$ cat config.mk
export PLATFORM = sky130hd
export DESIGN_NAME = pibba_ram
export DESIGN_NICKNAME = d
export VERILOG_FILES = /design/src/pibba_ram.sv
export SDC_FILE = /design/constraint.sdc
export NUM_CORES = 2
export LEC_CHECK = 0
export BUFFER_PORTS_ARGS = -buffer_cell sky130_fd_sc_hd__clkbuf_2
export CAP_MARGIN = 20
export CORE_UTILIZATION = 60
export CTS_BUF_LIST = sky130_fd_sc_hd__clkbuf_4 sky130_fd_sc_hd__clkbuf_8
export DETAILED_ROUTE_END_ITERATION = 16
export PLACE_DENSITY = 0.78
export SYNTH_ARGS = -nofsm -noshare
export SYNTH_HDL_FRONTEND = slang
export SYNTH_SLANG_ARGS = --single-unit
$ cat constraint.sdc
create_clock -name clock -period 5.35 [get_ports clock]
set_clock_uncertainty 0.15 [all_clocks]
set_input_delay 0.2675 -clock clock [delete_from_list [all_inputs] [get_ports clock]]
set_output_delay 0.2675 -clock clock [all_outputs]
set_load 0.005 [all_outputs]
$ cat src/pibba_ram.sv
`timescale 1ns / 1ps
// ----------------------------------------------------------------------------
// pibba_ram
// Generic simple dual-port RAM, one write and one registered read port.
// ----------------------------------------------------------------------------
module pibba_ram #(
   parameter int  WIDTH = 8,
   parameter int  DEPTH = 256,
   localparam int AW    = (DEPTH > 1) ? $clog2(DEPTH) : 1
) (
   input  logic             clock,
   input  logic             wr_en,
   input  logic [AW-1:0]    wr_addr,
   input  logic [WIDTH-1:0] wr_data,
   input  logic [AW-1:0]    rd_addr,
   output logic [WIDTH-1:0] rd_data
);

   logic [WIDTH-1:0] mem_ff [DEPTH];
   logic [WIDTH-1:0] rd_data_ff;

   always_ff @(posedge clock) begin
      if (wr_en) begin
         mem_ff[wr_addr] <= wr_data;
      end
      rd_data_ff <= mem_ff[rd_addr];
   end

   assign rd_data = rd_data_ff;

endmodule

==> results.yml <==
run_status:
  outcome: "finished clean"
synthesis:
  yosys.area.top_type: "edfxtp_1"
  synth_cell_types: 55
  avgSynthCellArea_um2: 21.31
  synth_seq_cells: 2056
  synthesis.nets: 3759
  synth_edf_count: 2048
  synthCells: 3733
  netlist_top_cells_area: "edfxtp_1, mux4_2, mux2i_1"
  yosysTopAreaCellShare: 0.7730
  netlist_top_cells_count: "edfxtp_1, mux4_2, nor2_1"
  syn_area_um2: 79560
  yosysWarningCount: 0
  ys_seq_area_frac: 0.7750
  synth_most_common_cell: "edfxtp_1"
  async_flop_share: 0
  ys.flop_type: "edfxtp_1"
critical_path:
  cp.depth: 9
  slowest_stage: "nor3_1"
  cp-end-kind: "flip-flop"
  worst-path-buf-inv: 3
  crit_chain: "dlygate4sd3_1 -> clkbuf_2 -> nor3b_1 -> buf_4 -> o221ai_1 -> a21oi_1 -> o32ai_1 -> nor3_1 -> nor4_1"
  slowest_delay_ns: 0.88
  crit_arrival_ns: 3.88
  crit_required_ns: 6.05
  r2r_cells: 7
  cp_max_fo: 12
  critPathKind: "in -> reg"
  start_kind: "input pin"
  worst_path_dominant_cell_family: "simple AND/OR/NAND/NOR gates"
global_route:
  overflow: 0
  grt_pass1_wl_um: 270600
  antenna_found_initial: 6
  grt_usage: 0.2818
  grt_max_degree: 205
  grt_pass1_vias: 39844
timing:
  slew_headroom: 0.2366
  maxSlewViolCount: 0
  finalCritPeriodShare: 0.5943
  grt_setup_unrepaired: "no"
  setup_tns_ns: 0
  fmax_ghz: 0.3145
  tightest_slew_ns: 1.143
  hold_viol_final: 0
  whs_ns: 0.1925
  setup_viol: 0
  fin_crit_ns: 3.179
clock_network:
  htreeDepth: 5
  cts_resized: 0
  clk_latency_ns: 1.03
  path_clk_slew_ns: 0.06
  cts_root_buffer: "clkbuf_8"
  cts_tree: "built"
  cts-buffers-inserted: 331
  cts_buffer_depth: 4
  clock-sinks: 2056
cells_and_area:
  final_nets: 4019
  syn_to_final_growth_pct: 10.73
  fin_area_um2: 88100
  drive_gt1_frac: 0.2628
  fillers: 8001
placement:
  gp_congestion: 0.8546
  dp_hpwl_um: 111200
  dpl_cell_area_um2: 81620
  placement.io_buffers: 33
power_and_ir_drop:
  p_leak_nw: 27.43
  total_power_w: 0.03238
  peakVddDrop_uv: 263.7
  power_density_nw_per_um2: 367.5
worst_hold_path:
  hold_path.class: "in -> reg"
  min_delay_path_depth: 2
floorplan:
  initial_utilization: 0.6052
  dieArea_um2: 134100
  die_y_um: 366.1
  core_um2: 131500
  ios: 34
  rows: 133
  fp.dieW_um: 366.1
detailed_routing:
  num_vias: 40004
  wirelength_um: 187100
  dr.pass1.iters: 6
  wire_per_inst_um: 31.25
  drtIter0Drc: 5624
  postRouteAntennaNets: 0
  drc_errors: 0
  vias_per_cell: 6.683
run:
  drv_cap: 0
[worst paths after layout]
path,from,to,slack (ns)
hold reg to reg,mem_ff[102][7]$_DFFE_PP_,rd_data[7]$_DFF_P_,0.91
setup reg to reg,mem_ff[34][3]$_DFFE_PP_,rd_data[3]$_DFF_P_,2.20
setup / recovery,rd_addr[6],rd_data[3]$_DFF_P_,2.17
hold / removal,wr_data[4],mem_ff[65][4]$_DFFE_PP_,0.19
[what timing repair did]
action / in CTS / in global routing
buffers inserted: 0 / 0
endpoints found under the hold margin: 1090 / 0
hold buffers: 19 / 0
[final cells by class]
type | count | area, um^2 | area share
Multi-Input combinational cell | 1442 | 16490 | 0.1872
Timing Repair Buffer | 160 | 1466 | 0.01665
Tap cell | 1755 | 2196 | 0.02493
Antenna cell | 4 | 10.01 | 0.0001136
Inverter | 2 | 7.507 | 0.00008522
Sequential cell | 2056 | 61660 | 0.6999
Clock buffer | 430 | 5343 | 0.06065
Clock inverter | 137 | 919.6 | 0.01044
[power breakdown]
group | switching (W) | internal, W | total, W | leakage, nW
sequential | 0.0000435 | 0.0178 | 0.0178 | 18.5
combinational | 0.00102 | 0.000539 | 0.00156 | 5.64
clock | 0.00593 | 0.00707 | 0.0130 | 3.31
total | 0.00700 | 0.0254 | 0.0324 | 27.4
[cells in the final DEF (no fill, tap or decap), types with 44 or more instances in the layout]
cell      Yosys  routed
mux2i_1     134     134
clkinv_1      1      73
edfxtp_1   2048    2048
clkbuf_8      0     346
o221ai_1     46      46
buf_4        27      87
mux4_2      454     454
a21oi_1      96      96
clkbuf_4      0      92
a22oi_1     133     133
nor2_1      282     279
clkinv_2      0      44
[routing by layer]
metal,vias up,routed length [um],part of all wire,GRT usage
li1,16249,-,-,-
met1,20617,68810,0.37,0.3971
met2,2728,86520,0.46,0.4163
met3,404,24900,0.13,0.08952
met4,6,6808,0.036,0.1096
met5,-,46,0.00025,0
[state kept, by name, summed over array words and instances, names as in the netlist]
name	count
rd_data	8
mem_ff	2048
[metrics by stage]
stage / instances / util / setup slack (ns)
finish: 5986 / 0.6701 / 2.171
global placement: 5390 / 0.6206 / 1.148
CTS: 5981 / 0.6700 / 2.296
floorplan: 3733 / - / 2.995
detailed placement: 5395 / 0.6209 / 1.363
global route: 5983 / 0.6701 / 2.148
[cell families after synthesis]
family	share of synthesized area
compound gates	0.03419
buf+inv	0.01831
flops	0.7750
mux	0.1462
simple gates	0.02628
Note: power is estimated with default switching activity, not from simulation.
