[src/pibba_pkg.sv]
`timescale 1ns / 1ps
// ----------------------------------------------------------------------------
// pibba_pkg
// Shared constants, codes and types of the process image bit/byte access
// block.
// ----------------------------------------------------------------------------
package pibba_pkg;

   // Geometry
   localparam int AREA_BYTES  = 1024;
   localparam int NUM_AREAS   = 3;
   localparam int NUM_LANES   = 4;    // byte lanes, one dword wide
   localparam int LANE_W      = 2;
   localparam int ROW_DEPTH   = (AREA_BYTES + NUM_LANES - 1) / NUM_LANES;
   localparam int ROW_W       = (ROW_DEPTH > 1) ? $clog2(ROW_DEPTH) : 1;
   localparam int ADDR_SUM_W  = 17;   // 16-bit address plus access width
   localparam logic [ADDR_SUM_W-1:0] AREA_LIMIT = ADDR_SUM_W'(AREA_BYTES);

   // Command queue between front and back
   localparam int QUEUE_DEPTH = 2;
   localparam int QPTR_W      = (QUEUE_DEPTH > 1) ? $clog2(QUEUE_DEPTH) : 1;
   localparam int QCNT_W      = $clog2(QUEUE_DEPTH + 1);

   typedef enum logic [3:0] {
      OP_RDBIT    = 4'd0,
      OP_RDBYTE   = 4'd1,
      OP_RDWORD   = 4'd2,
      OP_RDDWORD  = 4'd3,
      OP_SETBIT   = 4'd4,
      OP_RESETBIT = 4'd5,
      OP_INVBIT   = 4'd6,
      OP_WRBYTE   = 4'd7,
      OP_WRWORD   = 4'd8,
      OP_WRDWORD  = 4'd9,
      OP_CLEAR    = 4'd10
   } opcode_type;

   typedef enum logic [1:0] {
      ERR_OK   = 2'd0,
      ERR_BIT  = 2'd1,
      ERR_AREA = 2'd2,
      ERR_ADDR = 2'd3
   } err_code_type;

   // What the back end has to do with a request
   typedef enum logic [2:0] {
      K_RESP   = 3'd0,   // answer at once: failed check or unused opcode
      K_READ   = 3'd1,
      K_RDBIT  = 3'd2,
      K_SETBIT = 3'd3,
      K_RSTBIT = 3'd4,
      K_INVBIT = 3'd5,
      K_WRITE  = 3'd6,
      K_CLEAR  = 3'd7
   } kind_type;

   typedef enum logic [1:0] {
      BK_INIT,
      BK_IDLE,
      BK_RDATA,
      BK_CLEAR
   } back_state_type;

   typedef struct packed {
      kind_type                            kind;
      err_code_type                        err;
      logic [1:0]                          area_sel;   // 0 input, 1 output, 2 memory
      logic [LANE_W-1:0]                   shift;      // lane of the first byte
      logic [2:0]                          bit_idx;
      logic [NUM_LANES-1:0]                lane_en;    // lanes touched by the access
      logic [NUM_LANES-1:0]                byte_mask;  // result bytes in use
      logic [NUM_LANES-1:0][ROW_W-1:0]     lane_row;
      logic [NUM_LANES-1:0][7:0]           wr_byte;
      logic [NUM_AREAS-1:0]                clr_mask;
   } cmd_type;

   typedef struct packed {
      logic init_busy;
   } back_status_type;

endpackage

[src/pibba_front.sv]
`timescale 1ns / 1ps
// ----------------------------------------------------------------------------
// pibba_front
// Request intake: range checks and decode into a lane-level command.
// ----------------------------------------------------------------------------
module pibba_front (
   input  logic                       req_valid,
   output logic                       req_stall,
   input  logic [3:0]                 req_opcode,
   input  logic [1:0]                 req_area,
   input  logic [15:0]                req_byte_address,
   input  logic [3:0]                 req_bit_index,
   input  logic [31:0]                req_write_value,
   input  logic [2:0]                 req_clear_mask,
   input  pibba_pkg::back_status_type status,
   input  logic                       queue_full,
   output logic                       push,
   output pibba_pkg::cmd_type         push_cmd
);
   import pibba_pkg::*;

   logic [2:0]            width;
   logic [ADDR_SUM_W-1:0] end_sum;
   logic [ADDR_SUM_W-1:0] row_sum;
   logic [LANE_W-1:0]     k;

   assign req_stall = queue_full | status.init_busy;
   assign push      = req_valid & ~req_stall;

   always_comb begin
      case (req_opcode)
         OP_RDWORD, OP_WRWORD:   width = 3'd2;
         OP_RDDWORD, OP_WRDWORD: width = 3'd4;
         default:                width = 3'd1;
      endcase

      end_sum = {1'b0, req_byte_address} + ADDR_SUM_W'(width);
      row_sum = '0;
      k       = '0;

      push_cmd          = '0;
      push_cmd.kind     = K_RESP;
      push_cmd.err      = ERR_OK;
      push_cmd.area_sel = req_area - 2'd1;
      push_cmd.shift    = req_byte_address[LANE_W-1:0];
      push_cmd.bit_idx  = req_bit_index[2:0];
      push_cmd.clr_mask = req_clear_mask;

      // Lane l carries byte k of the access, k = l - first lane
      for (int l = 0; l < NUM_LANES; l++) begin
         k       = LANE_W'(l) - req_byte_address[LANE_W-1:0];
         row_sum = {1'b0, req_byte_address} + ADDR_SUM_W'(k);
         push_cmd.lane_row[l]  = row_sum[ROW_W+LANE_W-1:LANE_W];
         push_cmd.lane_en[l]   = ({1'b0, k} < width);
         push_cmd.wr_byte[l]   = req_write_value[{k, 3'b000} +: 8];
         push_cmd.byte_mask[l] = (3'(l) < width);
      end

      if (req_opcode == OP_CLEAR) begin
         push_cmd.kind = K_CLEAR;
      end else if (req_opcode > OP_WRDWORD) begin
         push_cmd.kind = K_RESP;
      end else if (req_bit_index > 4'd7) begin
         push_cmd.err = ERR_BIT;
      end else if (req_area == 2'd0) begin
         push_cmd.err = ERR_AREA;
      end else if (end_sum > AREA_LIMIT) begin
         push_cmd.err = ERR_ADDR;
      end else begin
         case (req_opcode)
            OP_RDBIT:                          push_cmd.kind = K_RDBIT;
            OP_RDBYTE, OP_RDWORD, OP_RDDWORD:  push_cmd.kind = K_READ;
            OP_SETBIT:                         push_cmd.kind = K_SETBIT;
            OP_RESETBIT:                       push_cmd.kind = K_RSTBIT;
            OP_INVBIT:                         push_cmd.kind = K_INVBIT;
            OP_WRBYTE, OP_WRWORD, OP_WRDWORD:  push_cmd.kind = K_WRITE;
            default:                           push_cmd.kind = K_RESP;
         endcase
      end
   end

endmodule

[config.mk]
export PLATFORM = sky130hd
export DESIGN_NAME = pibba_front
export DESIGN_NICKNAME = d
export VERILOG_FILES = /design/src/pibba_pkg.sv /design/src/pibba_front.sv
export SDC_FILE = /design/constraint.sdc
export NUM_CORES = 1
export LEC_CHECK = 0
export CAP_MARGIN = 30
export CORE_MARGIN = 4
export CORE_UTILIZATION = 35
export DETAILED_ROUTE_END_ITERATION = 8
export DONT_BUFFER_PORTS = 1
export GPL_TIMING_DRIVEN = 0
export PLACE_DENSITY = 0.47
export SETUP_SLACK_MARGIN = 0.1
export SLEW_MARGIN = 5
export SYNTH_ARGS = -nofsm -noshare
export SYNTH_HDL_FRONTEND = slang
export SYNTH_SLANG_ARGS = --single-unit
[constraint.sdc]
create_clock -name vclk -period 8.45
set_input_delay 0.845 -clock vclk [all_inputs]
set_output_delay 0.845 -clock vclk [all_outputs]
set_load 0.03 [all_outputs]
==> metrics.md <==
| Metric | Value |
|---|---|
| Drt drc | `0` |
| WL final | `5860 um` |
| Placed wire-length estimate | `5000 um` |
| WP data arrival | `4410 ps` |
| Netlist cell types | `46` |
| CP Class | `input port to output port` |
| Horiz. Die Dim | `87.0 um` |
| CP required | `about 7600 ps` |
| Synthesis Warnings | `0` |
| Setup TNS | `0 ps` |
| GR Overflow Total | `0` |
| CP Max Fanout | `10` |
| FF/Latch Area | `0 um2` |
| CLK BUF | `0` |
| First-pass GRT wire length | `8850 um` |
| Area Growth Syn to Fin | `5.67%` |
| Period Utilization, post-route | `62.2%` |
| Die area | `7570 um2` |
| Register area share after synthesis | `0%` |
| RSZ-0062 raised after global routing | `no` |
| Fmax | `190 MHz` |
| Post-CTS setup repair buffer count | `0` |
| Switch Pwr | `between 100 and 150 uW` |
| Initial core utilization | `between 30% and 40%` |
| Fin. max-slew vios | `0` |
| # Max-Cap Violations | `0` |
| DRT antenna net count | `0` |
| Gp weighted congestion | `about 0.80` |
| Status | `completed` |
| Hold-fix buffers, CTS | `0` |
| Startpoint Class | `input port` |
| Sw frac | `68.5%` |
| Final hold vios | `0` |
| Number of global-route vias before repair | `1735` |
| Gr usage total | `14.1%` |
| Max VDD drop | `0.0331 mV` |
| Min cycle time layout | `5260 ps` |
| Pre-Repair DR Iteration Count | `4` |
| Seq Cell Count | `0` |
| Gate power share | `100.0%` |
| N_diodes | `0` |
| Clk pwr share | `0%` |
| Synthesized area per cell | `approximately 9 um2` |
| Pwr dens | `83.5 nW/um2` |
| Post-DR vias/cell | `approximately 5.8` |
| Pin count of the biggest net entering global routing | `11` |
| Element type at the critical path end | `output port` |
| Slew margin rel. | `31.4%` |
| Seq pwr share | `0%` |
| IO Port Bufs | `0` |
| Core box area | `around 6000 um2` |
| I/O pins | `153` |
| Share of layout cells above drive strength 1 | `about a third` |
| Pint | `60.7 uW` |
| Synthesized cell area | `2180 um2` |
| P_leak | `0.915 nW` |
| Post-CTS Resized | `0` |
| Via Count | `1837` |
| Wire per inst | `18.5 um` |
| Post-layout util | `38.5%` |
| HP Class | `input port to output port` |
| Final nets | `around 330` |
| Iter 0 DRT Violations | `87` |
| Die Y | `approximately 87 um` |
| Syn_nets | `322` |
| Initial antenna violation count | `0` |
| Site row count | `28` |
| Tightest Pin Transition | `between 1000 and 1500 ps` |
| # setup viols final | `0` |
| Mapped Cells | `238` |
## final cells by class
class / instances / area, um2
Tap cell: 75 / 93.8
Multi-Input combinational cell: 186 / 1910
Timing Repair Buffer: 3 / 15.0
Buffer: 35 / 229
Inverter: 17 / 63.8
Fill cell: 598 / 3680
## layer usage
metal / GRT usage, % / vias up / share of wire [%]
met5: 0 / - / 0
met4: 0 / 0 / 0
met3: 1.42 / 0 / 8.2
met2: 25.2 / 85 / 52
met1: 19.3 / 894 / 40
li1: - / 858 / -
## cells in the mapped netlist (all sizes together) (2+ instances only)
master    n  area share, %
nand2    13            2.6
or2       4            1.1
and3      3           0.86
ha       19             11
xnor2    15            6.0
o21ai     9            2.1
a21oi     5            1.3
o41a      2            1.0
a2111oi   2            2.5
nand3b    3            1.0
nor2     26            4.6
a31oi     2           0.57
inv      17            2.9
nand4     4            1.8
nor2b     3           0.86
xor2     12            4.8
mux4     32             33
buf      30            9.6
nand3    10            2.5
clkbuf    5           0.86
mux2i     5            2.3
o41ai     2           0.80
## power groups by stage
stage | logic [mW] | registers, mW | clock network [mW]
6_report | 0.193 | 0 | 0
4_1_cts | 0.195 | 0 | 0
5_1_grt | 0.205 | 0 | 0
3_3_place_gp | 0.193 | 0 | 0
2_1_floorplan | 0.174 | 0 | 0
3_5_place_dp | 0.195 | 0 | 0
## metrics by stage
stage          cell area, um2  worst slack [ps]  hold slack [ps]  power [mW]  std cells
2_1_floorplan            2180              3160             1810       0.174        238
3_3_place_gp             2280              2750             1820       0.193        313
3_5_place_dp             2310              3130             1820       0.195        316
4_1_cts                  2310              3120             1820       0.195        316
5_1_grt                  2310              2840             1830       0.205        316
6_report                 2310              3190             1820       0.193        316
## cell usage in the layout (no fill, tap or decap), types with 2 or more instances in the layout
master / instances
nand3_1: 9
o21ai_0: 9
nand3b_1: 3
o41ai_2: 2
inv_1: 17
xnor2_1: 15
nand4_1: 3
mux2i_1: 5
a2111oi_4: 2
or2_2: 3
mux4_2: 32
nor2b_1: 3
buf_1: 2
clkbuf_1: 5
xor2_1: 12
buf_4: 20
a21oi_1: 4
nand2_1: 12
buf_2: 9
and3_1: 3
o41a_1: 2
a31oi_1: 2
buf_6: 2
nor2_1: 25
ha_1: 19
## worst paths after layout
kind	from	slack, ps	to	depth (start not counted)
worst max-delay path	req_byte_address[1]	3190	push_cmd[73]	10
worst min-delay path	req_area[0]	1820	push_cmd[80]	1
## kinds of logic after synthesis
family | share of synthesized area, %
AND/OR/NAND/NOR | 18.1
buffers and inverters | 13.4
multiplexers | 35.3
AO/OA/AOI/OAI | 10.4
XOR/XNOR | 10.8
adder cells (fa/ha/maj) | 11.8
other | 0.172
## critical path, cell delays in order
cell and delay [ps]:
buf_1 470, buf_1 510, inv_1 150, ha_1 330
buf_2 290, clkbuf_1 510, inv_1 100, ha_1 310
nor2b_1 130, o21ai_0 770
(Power assumes the default switching activity.)
