<file path="config.mk">
export PLATFORM = sky130hd
export DESIGN_NAME = pibba_queue
export DESIGN_NICKNAME = d
export VERILOG_FILES = /design/src/pibba_pkg.sv /design/src/pibba_queue.sv
export SDC_FILE = /design/constraint.sdc
export NUM_CORES = 1
export LEC_CHECK = 0
export BUFFER_PORTS_ARGS = -buffer_cell sky130_fd_sc_hd__buf_4
export CAP_MARGIN = 20
export CELL_PAD_IN_SITES_DETAIL_PLACEMENT = 1
export CELL_PAD_IN_SITES_GLOBAL_PLACEMENT = 2
export CORE_UTILIZATION = 41
export DETAILED_ROUTE_END_ITERATION = 16
export GPL_ROUTABILITY_DRIVEN = 1
export PLACE_DENSITY = 0.9
export SETUP_SLACK_MARGIN = 0.4
export SLEW_MARGIN = 20
export SYNTH_ARGS = -nofsm -noshare
export SYNTH_HDL_FRONTEND = slang
export SYNTH_SLANG_ARGS = --single-unit
</file>
<file path="constraint.sdc">
create_clock -name clock -period 11.6 [get_ports clock]
set_clock_uncertainty 0.15 [all_clocks]
set_input_delay 2.32 -clock clock [delete_from_list [all_inputs] [get_ports clock]]
set_output_delay 2.32 -clock clock [all_outputs]
set_load 0.005 [all_outputs]
</file>
<file path="src/pibba_pkg.sv">
`timescale 1ns / 1ps
// ----------------------------------------------------------------------------
// pibba_pkg
// Shared constants, codes and types of the process image bit/byte access
// block.
// ----------------------------------------------------------------------------
package pibba_pkg;

   // Geometry
   localparam int AREA_BYTES  = 1024;
   localparam int NUM_AREAS   = 3;
   localparam int NUM_LANES   = 4;    // byte lanes, one dword wide
   localparam int LANE_W      = 2;
   localparam int ROW_DEPTH   = (AREA_BYTES + NUM_LANES - 1) / NUM_LANES;
   localparam int ROW_W       = (ROW_DEPTH > 1) ? $clog2(ROW_DEPTH) : 1;
   localparam int ADDR_SUM_W  = 17;   // 16-bit address plus access width
   localparam logic [ADDR_SUM_W-1:0] AREA_LIMIT = ADDR_SUM_W'(AREA_BYTES);

   // Command queue between front and back
   localparam int QUEUE_DEPTH = 2;
   localparam int QPTR_W      = (QUEUE_DEPTH > 1) ? $clog2(QUEUE_DEPTH) : 1;
   localparam int QCNT_W      = $clog2(QUEUE_DEPTH + 1);

   typedef enum logic [3:0] {
      OP_RDBIT    = 4'd0,
      OP_RDBYTE   = 4'd1,
      OP_RDWORD   = 4'd2,
      OP_RDDWORD  = 4'd3,
      OP_SETBIT   = 4'd4,
      OP_RESETBIT = 4'd5,
      OP_INVBIT   = 4'd6,
      OP_WRBYTE   = 4'd7,
      OP_WRWORD   = 4'd8,
      OP_WRDWORD  = 4'd9,
      OP_CLEAR    = 4'd10
   } opcode_type;

   typedef enum logic [1:0] {
      ERR_OK   = 2'd0,
      ERR_BIT  = 2'd1,
      ERR_AREA = 2'd2,
      ERR_ADDR = 2'd3
   } err_code_type;

   // What the back end has to do with a request
   typedef enum logic [2:0] {
      K_RESP   = 3'd0,   // answer at once: failed check or unused opcode
      K_READ   = 3'd1,
      K_RDBIT  = 3'd2,
      K_SETBIT = 3'd3,
      K_RSTBIT = 3'd4,
      K_INVBIT = 3'd5,
      K_WRITE  = 3'd6,
      K_CLEAR  = 3'd7
   } kind_type;

   typedef enum logic [1:0] {
      BK_INIT,
      BK_IDLE,
      BK_RDATA,
      BK_CLEAR
   } back_state_type;

   typedef struct packed {
      kind_type                            kind;
      err_code_type                        err;
      logic [1:0]                          area_sel;   // 0 input, 1 output, 2 memory
      logic [LANE_W-1:0]                   shift;      // lane of the first byte
      logic [2:0]                          bit_idx;
      logic [NUM_LANES-1:0]                lane_en;    // lanes touched by the access
      logic [NUM_LANES-1:0]                byte_mask;  // result bytes in use
      logic [NUM_LANES-1:0][ROW_W-1:0]     lane_row;
      logic [NUM_LANES-1:0][7:0]           wr_byte;
      logic [NUM_AREAS-1:0]                clr_mask;
   } cmd_type;

   typedef struct packed {
      logic init_busy;
   } back_status_type;

endpackage

</file>
<file path="src/pibba_queue.sv">
`timescale 1ns / 1ps
// ----------------------------------------------------------------------------
// pibba_queue
// Short command FIFO between front and back.
// ----------------------------------------------------------------------------
module pibba_queue (
   input  logic               clock,
   input  logic               reset,
   input  logic               push,
   input  pibba_pkg::cmd_type push_cmd,
   input  logic               pop,
   output logic               head_valid,
   output pibba_pkg::cmd_type head_cmd,
   output logic               full
);
   import pibba_pkg::*;

   cmd_type           entry_ff [QUEUE_DEPTH];
   logic [QPTR_W-1:0] wr_ptr_ff, wr_ptr_in;
   logic [QPTR_W-1:0] rd_ptr_ff, rd_ptr_in;
   logic [QCNT_W-1:0] count_ff, count_in;

   always_comb begin
      wr_ptr_in = wr_ptr_ff;
      rd_ptr_in = rd_ptr_ff;
      if (push) begin
         wr_ptr_in = (wr_ptr_ff == QPTR_W'(QUEUE_DEPTH - 1)) ? '0 : wr_ptr_ff + 1'b1;
      end
      if (pop) begin
         rd_ptr_in = (rd_ptr_ff == QPTR_W'(QUEUE_DEPTH - 1)) ? '0 : rd_ptr_ff + 1'b1;
      end
      count_in = count_ff + QCNT_W'(push) - QCNT_W'(pop);
   end

   always_ff @(posedge clock) begin
      if (reset) begin
         wr_ptr_ff <= '0;
         rd_ptr_ff <= '0;
         count_ff  <= '0;
      end else begin
         wr_ptr_ff <= wr_ptr_in;
         rd_ptr_ff <= rd_ptr_in;
         count_ff  <= count_in;
      end
   end

   always_ff @(posedge clock) begin
      if (push) begin
         entry_ff[wr_ptr_ff] <= push_cmd;
      end
   end

   assign head_valid = (count_ff != '0);
   assign head_cmd   = entry_ff[rd_ptr_ff];
   assign full       = (count_ff == QCNT_W'(QUEUE_DEPTH));

endmodule

</file>
==> results of run 1 <==
[state kept, by name, summed over array words and instances (netlist names), named ones only]
register,flops
count_ff,2
entry_ff,174
rd_ptr_ff,1
wr_ptr_ff,1
[where the power goes]
| part | internal (W) | total [W] | switching, W |
|---|---|---|---|
| Clock | 0.000335 | 0.000564 | 0.000229 |
| Sequential | 0.000755 | 0.000771 | 0.0000160 |
| Combinational | 0.000107 | 0.000175 | 0.0000682 |
[critical path: stages (launching register included)]
cell and delay, ps:
dfxtp_4 710, buf_4 700, mux2_2 430, buf_4 140
[routing by layer]
layer / vias up / track usage (%) / part of all wire, %
li1: 1531 / - / -
met1: 1660 / 17.9 / 41
met2: 114 / 27.1 / 52
met3: 18 / 5.00 / 5.9
met4: 0 / 6.85 / 1.5
met5: - / 0 / 0
[layout by cell type, fill, tap and decap left out]
cell type   netlist  final
and2_4            0      1
buf_4             0    182
bufinv_16         0      3
clkbuf_1          0      2
clkbuf_16         0     17
clkinv_1          0      4
clkinv_2          0      2
clkinvlp_4        0      2
dfxtp_1           5      4
dfxtp_4           0      1
edfxtp_1        174    174
ha_1              2      2
inv_1             2      2
inv_6             0      1
mux2_2           57     57
mux2_4           30     30
nor2_1            4      4
nor2b_1           3      2
nor2b_4           0      1
or2_2             1      1
xnor2_1           2      2
xnor3_1           1      1
[worst paths after layout]
kind,endpoint,slack (ps)
setup reg to reg,entry_ff[0][51]$_DFFE_PP_,9160
hold reg to reg,flop,400
hold / removal,flop,400
setup / recovery,head_cmd[85],6640
[final cells by class]
class,count,share of cell area [%]
well taps,216,3.09
inverters,2,0.0857
clock buffers,19,4.94
multi-input cells,101,13.9
flip-flops and latches,179,60.8
repair buffers,182,15.6
clock inverters,12,1.59
[metrics by stage]
stage	instances	instance area [um2]
global route	711	8760
global placement	680	8190
detailed placement	680	8190
finish	711	8760
floorplan	292	6620
CTS	711	8760
[cells by family (layout without fill, tap and decap cells)]
kind of cell	Yosys count	in the layout	share of synthesized area, %
multiplexers	87	87	16.5
XOR/XNOR	3	3	0.605
buffers and inverters	12	215	1.34
flip-flops	179	179	80.5
AND/OR/NAND/NOR	9	9	0.700
adder cells (fa/ha/maj)	2	2	0.378
==> reports/metrics.cfg, run 1 <==
[setup_path]
cp_data_arrival_time_ps = 2490
cp.required_ps = 9130
cp-start-kind = flop
worstReg2RegStart = wr_ptr_ff$_SDFFE_PP0P_
rr_worst_depth = 2
criticalPathCategory = flop to output pin
critPathMaxFanout = 48
worstSetupEndpointType = output pin

[global_route]
grt_usage_pct = 15.7
grt_max_degree = 57
grt_pass1_vias = 3584
grt-ovfl-total = 0
antenna_found_initial = 0
grt_first_pass_wirelength_um = 18900

[timing]
fin_crit_ps = 4960
slew_headroom_pct = 37.0
period_share_pct = 42.8
finalSetupTns_ps = 0
timing.hold.ws_ps = 400
max_slew.worst_pin.slew_ps = 943
setup_ws_ps = 6640
setup_viol = 0
fmaxAchievable_mhz = 201
rsz0062_at_grt = false
hold_viol = 0
drv_slew = 0

[yosys]
synth_nets = 385
synth_top_area_share_pct = 79.0
ys_types = 14
syn_inst = 292
synth_top_area_cell = edfxtp_1
yosysSeqAreaShare_pct = 80.5
synth_edf_count = 174
async_reset_ff_share_pct = 0
synth_commonest_cells = 174 x edfxtp_1, 57 x mux2_2, 30 x mux2_4
yosys_most_used_dff = edfxtp_1
syn_area_um2 = 6620
synth_warnings = 0
synthMostInstantiatedCell = edfxtp_1
synth_seq_cells = 179
avgSynthCellArea_um2 = 22.7
synth_area_leaders = edfxtp_1 79%, mux2_2 9.7%, mux2_4 6.8%

[floorplanning]
fp.dieW_um = 129
coreArea_um2 = 15800
initial_core_util_pct = 41.8
placementRows = 46
dieArea_um2 = 16700
die_height_um = 129
ios = 180

[cells_and_area]
fillers = 1447
final_nets = 576
area_delta_synth_final_pct = 32.4
diodes = 0
multi_input_area_um2 = 1210
layout-drive-gt1-share_pct = 60.2
ff_latch_area_um2 = 5330
fin_util_pct = 55.3

[power]
power.density_nw_per_um2 = 172
power_w = 0.00151
ir_drop_mv = 0.0924
leakagePower_nw = 3.33

[routing]
viasPerCell = 4.67
ant_nets = 0
drc = 0
firstDrtPassIters = 4
wl_um = 12800
dr.first_iter.drc_count = 127
routedWlPerCell_um = 18.0
via_count = 3323

[clock_tree]
cts_buffers = 17
clk_pin_slew_worst_paths_ps = 70
h-tree-depth = 4
cts_setup_buffers = 0
cts_resized = 0
cts_hold_buf = 0
clk_path_buf_depth = 2
clk_latency_ps = 420
cts_tree = yes
clkSinkCount = 179
root_buffer = clkbuf_16

[place]
io_buffers = 179
post-place-ws_ps = 6970
hpwl_um = 8380
gp_congestion = 0.660

[status]
run_status = completed

[worst_hold_path]
hold_path_depth = 2
hp-start = rd_ptr_ff$_SDFFE_PP0P_
hp-class = flop to flop

[flow_run]
cap_viol_max_count = 0

Note: power is estimated with default switching activity, not from simulation.
==> inputs of run 2 (changes only) <==
--- a/config.mk
+++ b/config.mk
@@ -9,10 +9,10 @@
 export CAP_MARGIN = 20
 export CELL_PAD_IN_SITES_DETAIL_PLACEMENT = 1
 export CELL_PAD_IN_SITES_GLOBAL_PLACEMENT = 2
-export CORE_UTILIZATION = 41
+export CORE_UTILIZATION = 38
 export DETAILED_ROUTE_END_ITERATION = 16
 export GPL_ROUTABILITY_DRIVEN = 1
-export PLACE_DENSITY = 0.9
+export PLACE_DENSITY = 0.85
 export SETUP_SLACK_MARGIN = 0.4
 export SLEW_MARGIN = 20
 export SYNTH_ARGS = -nofsm -noshare
==> constraint.sdc (replaced) <==
create_clock -name clock -period 5 [get_ports clock]
set_clock_uncertainty 0.15 [all_clocks]
set_input_delay 1 -clock clock [delete_from_list [all_inputs] [get_ports clock]]
set_output_delay 1 -clock clock [all_outputs]
set_load 0.005 [all_outputs]
==> run 2 against run 1 <==
- core utilization fell by 3.2 points
- largest cell class unchanged
- setup slack worse by 4900 ps
- global-route usage decreased by 0.86 points
- hold slack worse by 26 ps
- sequential power up 130%
- sequential share of layout area fell by 0.11 points
- routed wire length up 0.30%
- critical path depth did not move
- non-clock buffer count up 1
- power increased by 120%
- clock-buffer cell count is 2 higher
- largest power group unchanged
==> reports/metrics.cfg, run 2 (synthesis gave the netlist of run 1 again) <==
[status]
run_status = completed

[floorplanning]
die_height_um = 134  ; +3.8%
placementRows = 47  ; +2.2%
dieArea_um2 = 17900  ; +7.8%
fp.dieW_um = 134  ; +3.8%
coreArea_um2 = 16800  ; +6.3%
ios = 180  ; unchanged
initial_core_util_pct = 39.3  ; -2.5 points

[cells_and_area]
area_delta_synth_final_pct = 32.6
final_nets = 577  ; +0.17%
layout-drive-gt1-share_pct = 60.8  ; +0.56 points
fillers = 1588  ; +9.7%
mostFrequentLayoutCell = buf_4
diodes = 0  ; unchanged
top_register = entry_ff
stdcell_count = 717  ; +0.84%
top_regs = entry_ff x174, count_ff x2
largest_reg_flops = 174  ; unchanged
mostFrequentLayoutCells = 180 x buf_4, 174 x edfxtp_1, 57 x mux2_2

[setup_path]
critPathMaxFanout = 47  ; -2.1%
criticalPathCategory = flop to output pin
cp_data_arrival_time_ps = 2090  ; -400 ps
worstSetupEndpointType = output pin
cp.required_ps = 3850  ; -5280 ps
cp-start-kind = flop

[global_route]
grt-ovfl-total = 0  ; unchanged
grt_first_pass_wirelength_um = 19500  ; +3.4%
antenna_found_initial = 0  ; unchanged
grt_max_degree = 48  ; -16%
grt_usage_pct = 14.8  ; -0.86 points
grt_pass1_vias = 3628  ; +1.2%

[place]
hpwl_um = 9030  ; +7.8%
dp.cells = 685  ; +0.74%
gp_congestion = 0.695  ; +5.4%
io_buffers = 179  ; unchanged
post-place-ws_ps = 2170  ; -4790 ps

[timing]
fmaxAchievable_mhz = 309
fin_crit_ps = 3240
setup_ws_ps = 1760  ; -4870 ps
max_slew.worst_pin.slew_ps = 668  ; -275 ps
timing.hold.ws_ps = 374  ; -25.9 ps
finalSetupTns_ps = 0  ; unchanged
drv_slew = 0  ; unchanged
slew_headroom_pct = 55.5  ; +18 points
hold_viol = 0  ; unchanged
setup_viol = 0  ; unchanged
rsz0062_at_grt = false
period_share_pct = 64.7

[power]
ir_drop_mv = 0.217  ; +130%
power_w = 0.00337  ; +120%
clockPowerShare_pct = 34.7  ; -2.6 points
seq_power_share_pct = 53.0  ; +1.9 points
switching_power_w = 0.000731  ; +130%
internal_power_w = 0.00264  ; +120%
p_sw_share_pct = 21.7  ; +0.91 points
leakagePower_nw = 3.32  ; -0.32%
power.density_nw_per_um2 = 385  ; +120%
comb_power_share_pct = 12.2  ; +0.6 points

[routing]
firstDrtPassIters = 4  ; unchanged
routedWlPerCell_um = 17.9  ; -0.53%
ant_nets = 0  ; unchanged
drc = 0  ; unchanged
wl_um = 12800  ; +0.30%
via_count = 3327  ; +0.12%
viasPerCell = 4.64  ; -0.72%
dr.first_iter.drc_count = 169  ; +33%

[clock_tree]
clkSinkCount = 179  ; unchanged
h-tree-depth = 4  ; unchanged
root_buffer = clkbuf_16
cts_buffers = 17  ; unchanged
cts_resized = 0  ; unchanged
cts_hold_buf = 0  ; unchanged
cts_tree = yes
clk_pin_slew_worst_paths_ps = 60  ; about the same
clk_latency_ps = 420  ; about the same
cts_setup_buffers = 0  ; unchanged
clk_path_buf_depth = 2  ; unchanged

[flow_run]
cap_viol_max_count = 0  ; unchanged

[worst_hold_path]
hp-class = flop to flop

## run 2: metrics by stage
step | utilization [%] | cell area, um2
after floorplan | - | 6620
after global placement | 48.7 | 8200
after detailed placement | 49.1 | 8250
after CTS | 52.2 | 8770
after global routing | 52.2 | 8770
final | 52.2 | 8770
## run 2: worst paths after layout
path                          startpoint                         to  slack [ps]  depth (start not counted)
hold / removal    rd_ptr_ff$_SDFFE_PP0P_     rd_ptr_ff$_SDFFE_PP0P_         370                          2
setup reg to reg  wr_ptr_ff$_SDFFE_PP0P_  entry_ff[1][64]$_DFFE_PP_        3160                          2
hold reg to reg   rd_ptr_ff$_SDFFE_PP0P_     rd_ptr_ff$_SDFFE_PP0P_         370                          2
setup / recovery                    flop               head_cmd[83]        1760                          3
## run 2: cell type report
type	instances	area [um2]	area share, %
sequential	179	5330	60.7
timing repair buffer	183	1430	16.3
multi-input combinational	101	1210	13.8
clock buffer	21	440	5.02
tap	220	275	3.14
clock inverter	11	82.6	0.941
inverter	2	7.51	0.0856
## run 2: power by group through the flow
stage	combinational, W	sequential (W)	clock [W]
finish	0.000413	0.00179	0.00117
global placement	0.000400	0.00182	0
CTS	0.000422	0.00179	0.00121
global route	0.000443	0.00180	0.00126
floorplan	0.000204	0.00180	0
detailed placement	0.000420	0.00182	0
## run 2: per-layer routing
metal	GRT usage (%)	vias to the layer above	wire length, um
li1	-	1532	-
met1	17.6	1638	5220
met2	24.3	131	6460
met3	4.80	26	839
met4	7.20	0	317
met5	0	-	0
## run 2: critical path, cell delays in order (launching register included)
cell	delay (ps)
dfxtp_4	700
buf_12	360
mux2_2	390
buf_4	140
