[src/pibba_pkg.sv]
`timescale 1ns / 1ps
// ----------------------------------------------------------------------------
// pibba_pkg
// Shared constants, codes and types of the process image bit/byte access
// block.
// ----------------------------------------------------------------------------
package pibba_pkg;

   // Geometry
   localparam int AREA_BYTES  = 1024;
   localparam int NUM_AREAS   = 3;
   localparam int NUM_LANES   = 4;    // byte lanes, one dword wide
   localparam int LANE_W      = 2;
   localparam int ROW_DEPTH   = (AREA_BYTES + NUM_LANES - 1) / NUM_LANES;
   localparam int ROW_W       = (ROW_DEPTH > 1) ? $clog2(ROW_DEPTH) : 1;
   localparam int ADDR_SUM_W  = 17;   // 16-bit address plus access width
   localparam logic [ADDR_SUM_W-1:0] AREA_LIMIT = ADDR_SUM_W'(AREA_BYTES);

   // Command queue between front and back
   localparam int QUEUE_DEPTH = 2;
   localparam int QPTR_W      = (QUEUE_DEPTH > 1) ? $clog2(QUEUE_DEPTH) : 1;
   localparam int QCNT_W      = $clog2(QUEUE_DEPTH + 1);

   typedef enum logic [3:0] {
      OP_RDBIT    = 4'd0,
      OP_RDBYTE   = 4'd1,
      OP_RDWORD   = 4'd2,
      OP_RDDWORD  = 4'd3,
      OP_SETBIT   = 4'd4,
      OP_RESETBIT = 4'd5,
      OP_INVBIT   = 4'd6,
      OP_WRBYTE   = 4'd7,
      OP_WRWORD   = 4'd8,
      OP_WRDWORD  = 4'd9,
      OP_CLEAR    = 4'd10
   } opcode_type;

   typedef enum logic [1:0] {
      ERR_OK   = 2'd0,
      ERR_BIT  = 2'd1,
      ERR_AREA = 2'd2,
      ERR_ADDR = 2'd3
   } err_code_type;

   // What the back end has to do with a request
   typedef enum logic [2:0] {
      K_RESP   = 3'd0,   // answer at once: failed check or unused opcode
      K_READ   = 3'd1,
      K_RDBIT  = 3'd2,
      K_SETBIT = 3'd3,
      K_RSTBIT = 3'd4,
      K_INVBIT = 3'd5,
      K_WRITE  = 3'd6,
      K_CLEAR  = 3'd7
   } kind_type;

   typedef enum logic [1:0] {
      BK_INIT,
      BK_IDLE,
      BK_RDATA,
      BK_CLEAR
   } back_state_type;

   typedef struct packed {
      kind_type                            kind;
      err_code_type                        err;
      logic [1:0]                          area_sel;   // 0 input, 1 output, 2 memory
      logic [LANE_W-1:0]                   shift;      // lane of the first byte
      logic [2:0]                          bit_idx;
      logic [NUM_LANES-1:0]                lane_en;    // lanes touched by the access
      logic [NUM_LANES-1:0]                byte_mask;  // result bytes in use
      logic [NUM_LANES-1:0][ROW_W-1:0]     lane_row;
      logic [NUM_LANES-1:0][7:0]           wr_byte;
      logic [NUM_AREAS-1:0]                clr_mask;
   } cmd_type;

   typedef struct packed {
      logic init_busy;
   } back_status_type;

endpackage

[src/pibba_back.sv]
`timescale 1ns / 1ps
// ----------------------------------------------------------------------------
// pibba_back
// Execution: RAM reads and writes, bit read-modify-write, clear sweeps and
// the response register.
// ----------------------------------------------------------------------------
module pibba_back (
   input  logic                                                      clock,
   input  logic                                                      reset,
   input  logic                                                      head_valid,
   input  pibba_pkg::cmd_type                                        head_cmd,
   output logic                                                      pop,
   output pibba_pkg::back_status_type                                status,
   output logic [pibba_pkg::NUM_AREAS-1:0][pibba_pkg::NUM_LANES-1:0] wr_en,
   output logic [pibba_pkg::NUM_LANES-1:0][pibba_pkg::ROW_W-1:0]     wr_row,
   output logic [pibba_pkg::NUM_LANES-1:0][7:0]                      wr_byte,
   output logic [pibba_pkg::NUM_LANES-1:0][pibba_pkg::ROW_W-1:0]     rd_row,
   input  logic [pibba_pkg::NUM_AREAS-1:0][pibba_pkg::NUM_LANES-1:0][7:0] rd_data,
   output logic                                                      rsp_valid,
   input  logic                                                      rsp_stall,
   output logic [31:0]                                               rsp_read_value,
   output logic [1:0]                                                rsp_error_code
);
   import pibba_pkg::*;

   back_state_type       state_ff, state_in;
   cmd_type              cmd_ff, cmd_in;
   logic [ROW_W-1:0]     row_ff, row_in;
   logic [NUM_AREAS-1:0] clr_ff, clr_in;
   logic                 rsp_valid_ff, rsp_valid_in;
   logic [31:0]          rsp_value_ff;
   err_code_type         rsp_err_ff;

   logic                       rsp_free;
   logic                       rsp_load;
   logic [31:0]                rsp_value;
   err_code_type               rsp_err;
   logic [NUM_LANES-1:0][7:0]  sel_byte;
   logic [31:0]                rd_value;
   logic [7:0]                 old_byte;
   logic [7:0]                 bit_mask;
   logic [7:0]                 new_byte;
   logic                       sweep_last;

   assign rsp_free   = ~rsp_valid_ff | ~rsp_stall;
   assign sweep_last = (row_ff == ROW_W'(ROW_DEPTH - 1));
   assign rd_row     = head_cmd.lane_row;

   // Read data of the latched command's area, realigned to byte order
   always_comb begin
      sel_byte = rd_data[cmd_ff.area_sel];
      rd_value = '0;
      for (int k = 0; k < NUM_LANES; k++) begin
         rd_value[8*k +: 8] = cmd_ff.byte_mask[k]
                              ? sel_byte[LANE_W'(cmd_ff.shift + LANE_W'(k))] : 8'h00;
      end
      old_byte = sel_byte[cmd_ff.shift];
      bit_mask = 8'h01 << cmd_ff.bit_idx;
      case (cmd_ff.kind)
         K_SETBIT: new_byte = old_byte | bit_mask;
         K_RSTBIT: new_byte = old_byte & ~bit_mask;
         default:  new_byte = old_byte ^ bit_mask;
      endcase
   end

   always_comb begin
      state_in  = state_ff;
      cmd_in    = cmd_ff;
      row_in    = row_ff;
      clr_in    = clr_ff;
      pop       = 1'b0;
      rsp_load  = 1'b0;
      rsp_value = '0;
      rsp_err   = ERR_OK;
      wr_en     = '0;
      wr_row    = head_cmd.lane_row;
      wr_byte   = head_cmd.wr_byte;

      case (state_ff)
         BK_INIT, BK_CLEAR: begin
            for (int a = 0; a < NUM_AREAS; a++) begin
               wr_en[a] = {NUM_LANES{clr_ff[a]}};
            end
            for (int l = 0; l < NUM_LANES; l++) begin
               wr_row[l]  = row_ff;
               wr_byte[l] = 8'h00;
            end
            row_in = row_ff + 1'b1;
            if (sweep_last) begin
               row_in   = '0;
               state_in = BK_IDLE;
               rsp_load = (state_ff == BK_CLEAR);
            end
         end

         BK_IDLE: begin
            if (head_valid && rsp_free) begin
               pop    = 1'b1;
               cmd_in = head_cmd;
               case (head_cmd.kind)
                  K_WRITE: begin
                     wr_en[head_cmd.area_sel] = head_cmd.lane_en;
                     rsp_load = 1'b1;
                  end
                  K_READ, K_RDBIT, K_SETBIT, K_RSTBIT, K_INVBIT: begin
                     state_in = BK_RDATA;
                  end
                  K_CLEAR: begin
                     clr_in   = head_cmd.clr_mask;
                     row_in   = '0;
                     state_in = BK_CLEAR;
                  end
                  default: begin
                     rsp_load = 1'b1;
                     rsp_err  = head_cmd.err;
                  end
               endcase
            end
         end

         BK_RDATA: begin
            rsp_load = 1'b1;
            state_in = BK_IDLE;
            wr_row   = cmd_ff.lane_row;
            for (int l = 0; l < NUM_LANES; l++) begin
               wr_byte[l] = new_byte;
            end
            case (cmd_ff.kind)
               K_READ:  rsp_value = rd_value;
               K_RDBIT: rsp_value = {31'd0, old_byte[cmd_ff.bit_idx]};
               default: wr_en[cmd_ff.area_sel] = cmd_ff.lane_en;
            endcase
         end

         default: begin
            state_in = BK_IDLE;
         end
      endcase

      rsp_valid_in = rsp_load | (rsp_valid_ff & rsp_stall);
   end

   always_ff @(posedge clock) begin
      if (reset) begin
         state_ff     <= BK_INIT;
         row_ff       <= '0;
         clr_ff       <= '1;
         rsp_valid_ff <= 1'b0;
      end else begin
         state_ff     <= state_in;
         row_ff       <= row_in;
         clr_ff       <= clr_in;
         rsp_valid_ff <= rsp_valid_in;
      end
   end

   always_ff @(posedge clock) begin
      cmd_ff <= cmd_in;
      if (rsp_load) begin
         rsp_value_ff <= rsp_value;
         rsp_err_ff   <= rsp_err;
      end
   end

   assign status.init_busy = (state_ff == BK_INIT);
   assign rsp_valid        = rsp_valid_ff;
   assign rsp_read_value   = rsp_value_ff;
   assign rsp_error_code   = rsp_err_ff;

endmodule

[config.mk]
export PLATFORM = sky130hd
export DESIGN_NAME = pibba_back
export DESIGN_NICKNAME = d
export VERILOG_FILES = /design/src/pibba_pkg.sv /design/src/pibba_back.sv
export SDC_FILE = /design/constraint.sdc
export NUM_CORES = 1
export LEC_CHECK = 0
export BUFFER_PORTS_ARGS = -buffer_cell sky130_fd_sc_hd__buf_4
export CORE_MARGIN = 2
export CORE_UTILIZATION = 25
export DETAILED_ROUTE_END_ITERATION = 10
export GPL_TIMING_DRIVEN = 0
export SKIP_LAST_GASP = 1
export SLEW_MARGIN = 40
export SYNTH_ARGS = -nofsm -noshare
export SYNTH_HDL_FRONTEND = slang
export SYNTH_SLANG_ARGS = --single-unit
[constraint.sdc]
create_clock -name clock -period 4.4 [get_ports clock]
set_clock_uncertainty 0.15 [all_clocks]
set_input_delay 0.88 -clock clock [delete_from_list [all_inputs] [get_ports clock]]
set_output_delay 0.88 -clock clock [all_outputs]
set_load 0.03 [all_outputs]
==> results of run 1 <==
routing by layer:
layer | global-route usage | share of wire | routed length [µm]
met5 | 0 | 0.00045 | 13
met4 | 0.0409 | 0.017 | 485
met3 | 0.0437 | 0.083 | 2380
met2 | 0.356 | 0.52 | 15000
met1 | 0.205 | 0.38 | 10800
worst paths after layout:
path                     from            endpoint  slack, ns  cells after the start
setup / recovery   cmd_ff[81]          wr_byte[0]       0.07                     15
hold reg to reg     clr_ff[1]           clr_ff[1]       0.32                      1
hold / removal      clr_ff[1]           clr_ff[1]       0.32                      1
setup reg to reg  state_ff[1]  rsp_read_value[30]       1.48                      9
layout make-up:
cell class	count	area (µm²)	area share
diodes	1	2.50	0.000238
plain buffers	82	512	0.0486
clock buffers	9	225	0.0214
clock inverters	7	61.3	0.00583
inverters	24	92.6	0.00880
multi-input cells	569	3810	0.362
flip-flops and latches	98	2800	0.266
well taps	378	473	0.0450
repair buffers	337	2540	0.242
cell families (layout without fill, tap and decap cells):
logic type / after synthesis / after routing / share of synthesized area
AO/OA/AOI/OAI: 234 / 234 / 0.206
XOR/XNOR: 3 / 3 / 0.00373
adder cells (fa/ha/maj): 21 / 21 / 0.0373
buffers and inverters: 107 / 459 / 0.0816
flip-flops: 98 / 98 / 0.398
multiplexers: 70 / 70 / 0.121
other: 0 / 1 / 0
AND/OR/NAND/NOR: 241 / 241 / 0.153
cell usage after synthesis (6+ instances only):
| library cell | count | area share |
|---|---|---|
| nand2_1 | 104 | 0.055 |
| a21oi_1 | 93 | 0.066 |
| edfxtp_1 | 84 | 0.36 |
| nor2_1 | 69 | 0.037 |
| o21ai_0 | 53 | 0.038 |
| mux2i_1 | 51 | 0.073 |
| a21o_1 | 36 | 0.038 |
| buf_4 | 34 | 0.036 |
| clkbuf_1 | 30 | 0.016 |
| inv_1 | 22 | 0.012 |
| ha_1 | 21 | 0.037 |
| nor2b_1 | 16 | 0.014 |
| dfxtp_1 | 14 | 0.040 |
| nand3_1 | 13 | 0.0092 |
| o2bb2ai_1 | 13 | 0.016 |
| mux4_2 | 11 | 0.035 |
| buf_1 | 8 | 0.0043 |
| mux2_2 | 8 | 0.013 |
| a31oi_1 | 6 | 0.0053 |
| buf_2 | 6 | 0.0043 |
sequential cells by signal, summed over array words and instances, names as in the netlist:
name	cells
rsp_error_code	2
clr_ff	3
rsp_valid	1
rsp_read_value	32
state_ff	2
cmd_ff	50
row_ff	8
placed cells by master (no fill, tap or decap), drive strengths merged, types with 13 or more instances in the layout:
master / synthesis / routed
nand2: 104 / 104
nand3: 13 / 13
clkbuf: 30 / 40
nor2: 69 / 69
edfxtp: 84 / 84
mux2i: 51 / 51
ha: 21 / 21
inv: 23 / 26
a21o: 36 / 36
buf: 53 / 388
o21ai: 55 / 55
nor2b: 17 / 17
a21oi: 94 / 94
dfxtp: 14 / 14
o2bb2ai: 13 / 13
power groups by stage:
stage          sequential (mW)  clock [mW]  combinational (mW)
5_1_grt                   1.00       0.851               0.376
6_report                  1.00       0.789               0.353
3_3_place_gp              1.03           0               0.341
2_1_floorplan             1.03           0               0.133
4_1_cts                   1.00       0.816               0.348
3_5_place_dp              1.03           0               0.344
worst max-delay path, stage by stage, from the launching register on:
cell and delay (ns):
edfxtp_1 0.35, buf_6 0.17, buf_6 0.19, buf_8 0.19, mux2i_4 0.27, a2bb2oi_2 0.28
nor2_1 0.08, o21ai_0 0.25, o21ai_2 0.13, ha_1 0.23, nand2_1 0.05, o21ai_0 0.08
mux2i_1 0.22, nor2_2 0.12, a21o_1 0.19, buf_4 0.16
stage by stage:
step | setup TNS, ns | power [mW] | instance area (µm²) | worst slack [ns]
detailed placement | -0.177 | 1.37 | 10000 | -0.138
CTS | -0.204 | 2.17 | 10400 | -0.0432
global route | -0.384 | 2.23 | 10500 | -0.0467
global placement | -18.90 | 1.37 | 9990 | -0.555
floorplan | 0 | 1.16 | 7040 | 0.530
finish | 0 | 2.15 | 10500 | 0.0722
timing repair:
action | 4_1_cts | 5_1_grt
pin swaps | 0 | 4
endpoints found under the setup margin | 24 | 28
buffers inserted | 1 | 4
resized for setup | 17 | 35
==> run summary, run 1 <==
Status - finished, final reports clean
Power per cell area - 204 nW/µm²
GPL Wtd Cong - 0.900
CP startpoint kind - flip-flop
Buffers added on ports - 331
Synth Warn # - 0
Clock Power Share - 0.368
Via count - 7267
Fraction of layout cells with a size suffix above 1 - 0.411
Placed cells - 1484
Drt first pass iters - 7
H-tree depth - 3
Syn Area/Cell - 9.09 µm²
CTS Sinks - 98
Die area - 29500 µm²
Int Pwr - 1.59 mW
Floorplan row count - 61
Crit share post-route - 0.984
RSZ-0062 raised after global routing - true
Setup Crit Path Kind - flip-flop to primary output
EDFF count, synth - 84
I/O Pins - 332
First-pass GRT wire length - 40700 µm
Pin count of the biggest net entering global routing - 37
Worst EP arrival - 3.30 ns
Fin util - 0.379
# fillers - 2914
DRC violations left - 0
Dpl hpwl - 23300 µm
Leakage - 4.78 nW
Max Fclk - 0.231 GHz
Root Buffer - clkbuf_16
Die height - 172 µm
HP Class - flip-flop to flip-flop
Synthesized area - 7040 µm²
Crit end category - primary output
GRT Overall Usage - 0.185
Worst slew pin tran - 0.807 ns
Min Tclk post-route - 4.33 ns
Vias in the first global route - 7038
Mapped Nets - 982
MaxCap Viol Count - 0
Chip width - 172 µm
Async S/R FF share, synth - 0
Syn-to-layout area delta - 49.5%
Hold_buf cts - 0
1st-iter DRT viols - 482
Final net count - 1329
Initial Util - 0.253
Clock transition at path regs - 0.08 ns
Switching Fraction - 0.261
Final hold slack - 0.321 ns
Final max-slew violation count - 0
Routed WL per cell - 19.1 µm
Final WL - 28700 µm
Seq cells post-synth - 98
Sequential share of the synthesized area - 0.398
Gr ovfl total - 0
Clock Latency Late Sink - 0.35 ns
Yosys cell types - 57
Non-Filler Instances - 1505
Worst vdd ir - 179 µV
CP max FO - 10
Rel. slew slack - 0.462
Post-Synthesis Cells - 774
Combinational Power Share - 0.164
Core Region - 27800 µm²
Final setup fails - 0
NetSw - 0.560 mW
CTS tree - built
Crit path required time - 3.37 ns
Detail Route Antenna Nets - 0
Final Hold Viols - 0
Via density - 4.83
Initial antenna violation count - 2
CTS Buf Count - 9
Synth Flop Type - edfxtp_1
Flop pwr share - 0.468
Clock buffer depth - 2
Note: power is estimated with default switching activity, not from simulation.
==> inputs of run 2 (changes only) <==
Settings changed: ABC_AREA set to 1, CORE_MARGIN 2 to not set, MAX_ROUTING_LAYER set to met4.
==> run summary, run 2 <==
Most instantiated cells after synthesis - nand2_1 (377), nand3_1 (122), edfxtp_1 (84), nor2_1 (64), inv_1 (48)
Synth Warn # - 0 (unchanged)
Final WL - 25000 µm (-13%)
MaxCap Viol Count - 0 (unchanged)
Dpl hpwl - 20500 µm (-12%)
Synth Flop Type - edfxtp_1
Clock buffer depth - 2 (unchanged)
Die height - 166 µm (-3.3%)
Seq cells post-synth - 98 (unchanged)
RSZ-0062 raised after global routing - false
Clock Latency Late Sink - 0.36 ns (about the same)
Hold_buf cts - 0 (unchanged)
H-tree depth - 3 (unchanged)
Most frequent cell after synthesis - nand2_1
CTS resizes - 0 (-17)
Initial Util - 0.257 (+0.00353)
Switching Fraction - 0.449 (+0.189)
Min Tclk post-route - 3.98 ns (-0.343 ns)
Pin count of the biggest net entering global routing - 21 (-43%)
Power per cell area - 402 nW/µm² (+97%)
Top reg by flops - cmd_ff
Final setup fails - 0 (unchanged)
Final Hold Viols - 0 (unchanged)
GRT Overall Usage - 0.186 (+0.000900)
Synth top area share - 0.375 (+0.0163)
Syn-to-layout area delta - 48.7%
Rel. slew slack - 0.582 (+0.120)
CTS Sinks - 98 (unchanged)
Int Pwr - 2.22 mW (+40%)
Commonest non-fill, non-tap cell in the layout - nand2_1
Dominant cell type by area after synthesis - edfxtp_1
Most frequent cells in the layout - nand2_1 (377), buf_4 (368), nand3_1 (122)
Post-CTS setup buffers - 0 (-1)
CP max FO - 10 (unchanged)
HP Class - flip-flop to flip-flop
Crit share post-route - 0.906 (-0.0779)
Crit end category - primary output
Drt first pass iters - 8 (+1)
Die area - 27600 µm² (-6.5%)
DRC violations left - 16 (+16)
Buffers added on ports - 330 (-0.30%)
Leakage - 4.82 nW (+0.76%)
Initial antenna violation count - 2 (unchanged)
Post-Synthesis Cells - 916 (+18%)
Max Fclk - 0.251 GHz (+8.6%)
EDFF count, synth - 84 (unchanged)
Fin util - 0.382 (+0.00324)
Fraction of layout cells with a size suffix above 1 - 0.336 (-0.0752)
Final max-slew violation count - 0 (unchanged)
I/O Pins - 332 (unchanged)
Clock Power Share - 0.198 (-0.170)
Yosys cell types - 39 (-32%)
Mapped Nets - 1124 (+14%)
CP startpoint kind - flip-flop
Via density - 4.60 (-4.8%)
Core Region - 26200 µm² (-5.7%)
Clock transition at path regs - 0.08 ns (about the same)
Setup Crit Path Kind - flip-flop to primary output
Root Buffer - clkbuf_16
Vias in the first global route - 7243 (+2.9%)
Synthesized area - 6730 µm² (-4.4%)
Worst EP arrival - 2.95 ns (-0.35 ns)
Flop pwr share - 0.280 (-0.188)
Syn Area/Cell - 7.35 µm² (-19%)
Async S/R FF share, synth - 0 (unchanged)
Combinational Power Share - 0.522 (+0.358)
Crit path required time - 3.37 ns (about the same)
Sequential share of the synthesized area - 0.416 (+0.0181)
GPL Wtd Cong - 0.888 (-1.3%)
CTS tree - built
Status - finished with violations
Floorplan row count - 59 (-3.3%)
Gr ovfl total - 0 (unchanged)
Final net count - 1471 (+11%)
Final hold slack - 0.337 ns (+0.0156 ns)
Reg-to-reg slack, setup - 1.36 ns (-0.12 ns)
Detail Route Antenna Nets - 0 (unchanged)
Failing checks - DRC
First-pass GRT wire length - 38800 µm (-4.6%)
Chip width - 166 µm (-3.3%)
Worst slew pin tran - 0.622 ns (-0.185 ns)
Via count - 7378 (+1.5%)
Max reg flops - 50 (unchanged)
Routed WL per cell - 15.5 µm (-18%)
CTS Buf Count - 9 (unchanged)
NetSw - 1.81 mW (+220%)
1st-iter DRT viols - 389 (-19%)
Area contributors post-synth - edfxtp_1 (37%), nand2_1 (21%), nand3_1 (9.1%)
# fillers - 2726 (-6.5%)
Worst vdd ir - 240 µV (+34%)
==> run 2: through the flow <==
step                TNS, ns  power, mW  std cells  setup slack [ns]  instance area [µm²]
CTS                       0       4.07       1603             0.423                10000
finish                    0       4.03       1605             0.415                10000
global placement     -46.13       3.23       1581             -1.32                 9630
detailed placement        0       3.26       1587             0.657                 9720
global route              0       4.26       1605             0.209                10000
floorplan                 0       2.44        916             0.205                 6740
==> run 2: cell families after synthesis <==
| family | count (synthesis) | synth area share |
|---|---|---|
| AOI/OAI and AO/OA | 66 | 0.0610 |
| xor gates and xnor gates | 2 | 0.00260 |
| adders and majority gates | 21 | 0.0390 |
| buffers and inverters | 124 | 0.0985 |
| DFF | 98 | 0.416 |
| and+or+nand+nor | 605 | 0.382 |
==> run 2: cell type report <==
cell class | instances | area (µm²) | area share
clock inverter | 7 | 60.1 | 0.00600
antenna | 2 | 5.00 | 0.000500
buffer | 72 | 463 | 0.0463
timing repair buffer | 336 | 2550 | 0.255
sequential | 98 | 2800 | 0.280
inverter | 52 | 200 | 0.0200
multi-input combinational | 694 | 3290 | 0.328
tap | 335 | 419 | 0.0419
clock buffer | 9 | 225 | 0.0225
==> run 2: per-layer routing <==
metal  up-vias  track usage  share of wire
met5         -            -              0
met4         0       0.0427          0.014
met3        22       0.0408          0.068
met2       268        0.329           0.50
met1      3374        0.213           0.41
li1       3714            -              -
==> run 2: final timing paths <==
path / depth (start not counted) / start / end
min reg2reg: 2 / clr_ff[1] / clr_ff[1]
min: 2 / clr_ff[1] / clr_ff[1]
max: 12 / cmd_ff[80] / wr_byte[2]
max reg2reg: 12 / state_ff[1] / rsp_read_value[30]
==> run 2: power groups by stage <==
stage | clock [mW] | combinational (mW) | sequential (mW)
after floorplan | 0 | 1.30 | 1.15
after global placement | 0 | 2.08 | 1.15
after detailed placement | 0 | 2.11 | 1.15
after CTS | 0.819 | 2.12 | 1.13
after global routing | 0.851 | 2.27 | 1.14
final | 0.797 | 2.10 | 1.13
==> run 2: worst max-delay path, stage by stage (launching register included) <==
cell and delay, ns:
edfxtp_1 0.39, buf_6 0.17, inv_4 0.10, buf_2 0.22, nand3_1 0.10, nand3_1 0.21, nand2_1 0.11, nand3_1 0.11
nand2_1 0.13, ha_1 0.31, o221ai_1 0.44, nand2_1 0.11, buf_4 0.19
==> inputs of run 3 (changes only) <==
Settings changed: GPL_TIMING_DRIVEN 0 to not set, RECOVER_POWER set to 100, SKIP_CTS_REPAIR_TIMING set to 1.
==> run summary, run 3 (synthesis gave the netlist of run 2 again) <==
Floorplan row count - 59 (unchanged)
Top delay family on crit path - buffers and inverters
Most frequent cells in the layout - nand2_1 (378), clkbuf_1 (155), buf_4 (149)
Final WL - 24500 µm (-1.8%)
Initial Util - 0.257 (unchanged)
Final Hold Viols - 0 (unchanged)
Placed Area - 9300 µm² (-4.3%)
CTS Sinks - 98 (unchanged)
Flop pwr share - 0.300 (+0.020)
Power per cell area - 422 nW/µm² (+4.8%)
Vias in the first global route - 7016 (-3.1%)
Routed WL per cell - 15.9 µm (+2.0%)
Rel. slew slack - 0.128 (-0.454)
H-tree depth - 3 (unchanged)
Core Region - 26200 µm² (unchanged)
Final setup fails - 0 (unchanged)
Top reg by flops - cmd_ff
Pin count of the biggest net entering global routing - 67 (+220%)
Dpl hpwl - 19000 µm (-7.2%)
Final net count - 1411 (-4.1%)
MaxCap Viol Count - 0 (unchanged)
Worst slew pin tran - 1.31 ns (+0.686 ns)
Clock Power Share - 0.221 (+0.023)
Int Pwr - 2.03 mW (-8.3%)
1st-iter DRT viols - 438 (+13%)
CP startpoint kind - flip-flop
Leakage - 3.99 nW (-17%)
Die area - 27600 µm² (unchanged)
Gr ovfl total - 0 (unchanged)
Final max-slew violation count - 0 (unchanged)
Worst EP arrival - 3.06 ns (+0.11 ns)
Syn-to-layout area delta - 33.2%
Failing checks - DRC
Setup Crit Path Kind - flip-flop to primary output
Clock transition at path regs - 0.08 ns (about the same)
Status - finished with violations
# fillers - 2904 (+6.5%)
Buf/Inv on CP - 4 (unchanged)
Combinational Power Share - 0.479 (-0.043)
Initial antenna violation count - 2 (unchanged)
Switching Fraction - 0.462 (+0.0124)
Fraction of layout cells with a size suffix above 1 - 0.188 (-0.148)
Slowest cell on the critical path - clkinv_1
Final Cell Area - 8960 µm² (-10%)
CTS Buf Count - 9 (unchanged)
Crit end category - primary output
CP peak stage delay - 0.61 ns (+0.17 ns)
First-pass GRT wire length - 37500 µm (-3.5%)
GRT Overall Usage - 0.179 (-0.00647)
Min Tclk post-route - 4.09 ns (+0.105 ns)
Detail Route Antenna Nets - 0 (unchanged)
Max Fclk - 0.245 GHz (-2.6%)
GPL Wtd Cong - 0.933 (+5.0%)
Max reg flops - 50 (unchanged)
Setup TNS - 0 ns (unchanged)
Commonest non-fill, non-tap cell in the layout - nand2_1
Via count - 7194 (-2.5%)
Crit-path cells - clkinv_1 -> nand2_1 -> nand3_2 -> nand2_1 -> inv_1 -> ha_1 -> inv_1 -> nor2_1 -> o221ai_1 -> nand2_1 -> clkbuf_2
Die height - 166 µm (unchanged)
Via density - 4.66 (+1.3%)
Crit path required time - 3.37 ns (about the same)
Crit share post-route - 0.930 (+0.0239)
Chip width - 166 µm (unchanged)
Crit-path most repeated cell - nand2_1
Clock Latency Late Sink - 0.36 ns (about the same)
Buffers added on ports - 331 (+0.30%)
I/O Pins - 332 (unchanged)
CP max FO - 28 (+18)
Root Buffer - clkbuf_16
Clock buffer depth - 2 (unchanged)
CTS tree - built
HP Class - flip-flop to flip-flop
RSZ-0062 raised after global routing - false
Drt first pass iters - 8 (unchanged)
Worst vdd ir - 241 µV (+0.18%)
NetSw - 1.75 mW (-3.6%)
DRC violations left - 16 (unchanged)
-- run 3: changes by cell type in the layout (fill, tap and decap cells not counted), sizes merged --
cell and delta:
buf -238, clkbuf +178, bufinv +1, clkinv -1, inv -1, nor2 +1
-- run 3: metal layers --
layer	GRT usage	vias up	wire (µm)	part of all wire
met1	0.200	3292	9800	0.40
met3	0.0443	29	2020	0.083
met5	-	-	0	0
met2	0.317	288	12200	0.50
met4	0.0512	0	494	0.020
li1	-	3585	-	-
-- run 3: worst paths after layout --
path / start / to / slack, ns / depth (start not counted)
setup / recovery: cmd_ff[78] / wr_byte[24] / 0.31 / 11
hold / removal: clr_ff[0] / clr_ff[0] / 0.33 / 2
setup reg to reg: state_ff[1] / rsp_read_value[6] / 0.51 / 10
hold reg to reg: clr_ff[0] / clr_ff[0] / 0.33 / 2
-- run 3: worst min-delay path, cell delays in order (launching register included) --
cell	delay (ns)
dfxtp_1	0.34
nand2_1	0.05
nand3_1	0.07
-- run 3: power groups by stage --
| stage | Clock (mW) | Sequential (mW) | Combinational [mW] |
|---|---|---|---|
| after floorplan | 0 | 1.15 | 1.30 |
| after global placement | 0 | 1.15 | 2.01 |
| after detailed placement | 0 | 1.16 | 2.02 |
| after CTS | 0.859 | 1.14 | 2.02 |
| after global routing | 0.899 | 1.14 | 1.98 |
| final | 0.833 | 1.13 | 1.81 |
-- run 3: through the flow --
step | std cells | setup slack [ns] | hold slack, ns | utilization | total power [mW]
4_1_cts | 1539 | 0.0638 | 0.337 | 0.366 | 4.02
3_3_place_gp | 1523 | 0.533 | 0.311 | 0.355 | 3.17
3_5_place_dp | 1523 | 0.472 | 0.314 | 0.355 | 3.17
2_1_floorplan | 916 | 0.205 | 0.292 | - | 2.44
6_report | 1545 | 0.310 | 0.334 | 0.342 | 3.78
5_1_grt | 1545 | 0.0262 | 0.360 | 0.342 | 4.02
-- run 3: cell type report --
| cell class | count | area [µm²] | share of cell area |
|---|---|---|---|
| Sequential cell | 98 | 2800 | 0.313 |
| Tap cell | 335 | 419 | 0.0468 |
| Clock inverter | 6 | 72.6 | 0.00809 |
| Multi-Input combinational cell | 695 | 3280 | 0.366 |
| Timing Repair Buffer | 347 | 1950 | 0.218 |
| Antenna cell | 2 | 5.00 | 0.000558 |
| Inverter | 52 | 200 | 0.0223 |
| Clock buffer | 10 | 229 | 0.0255 |
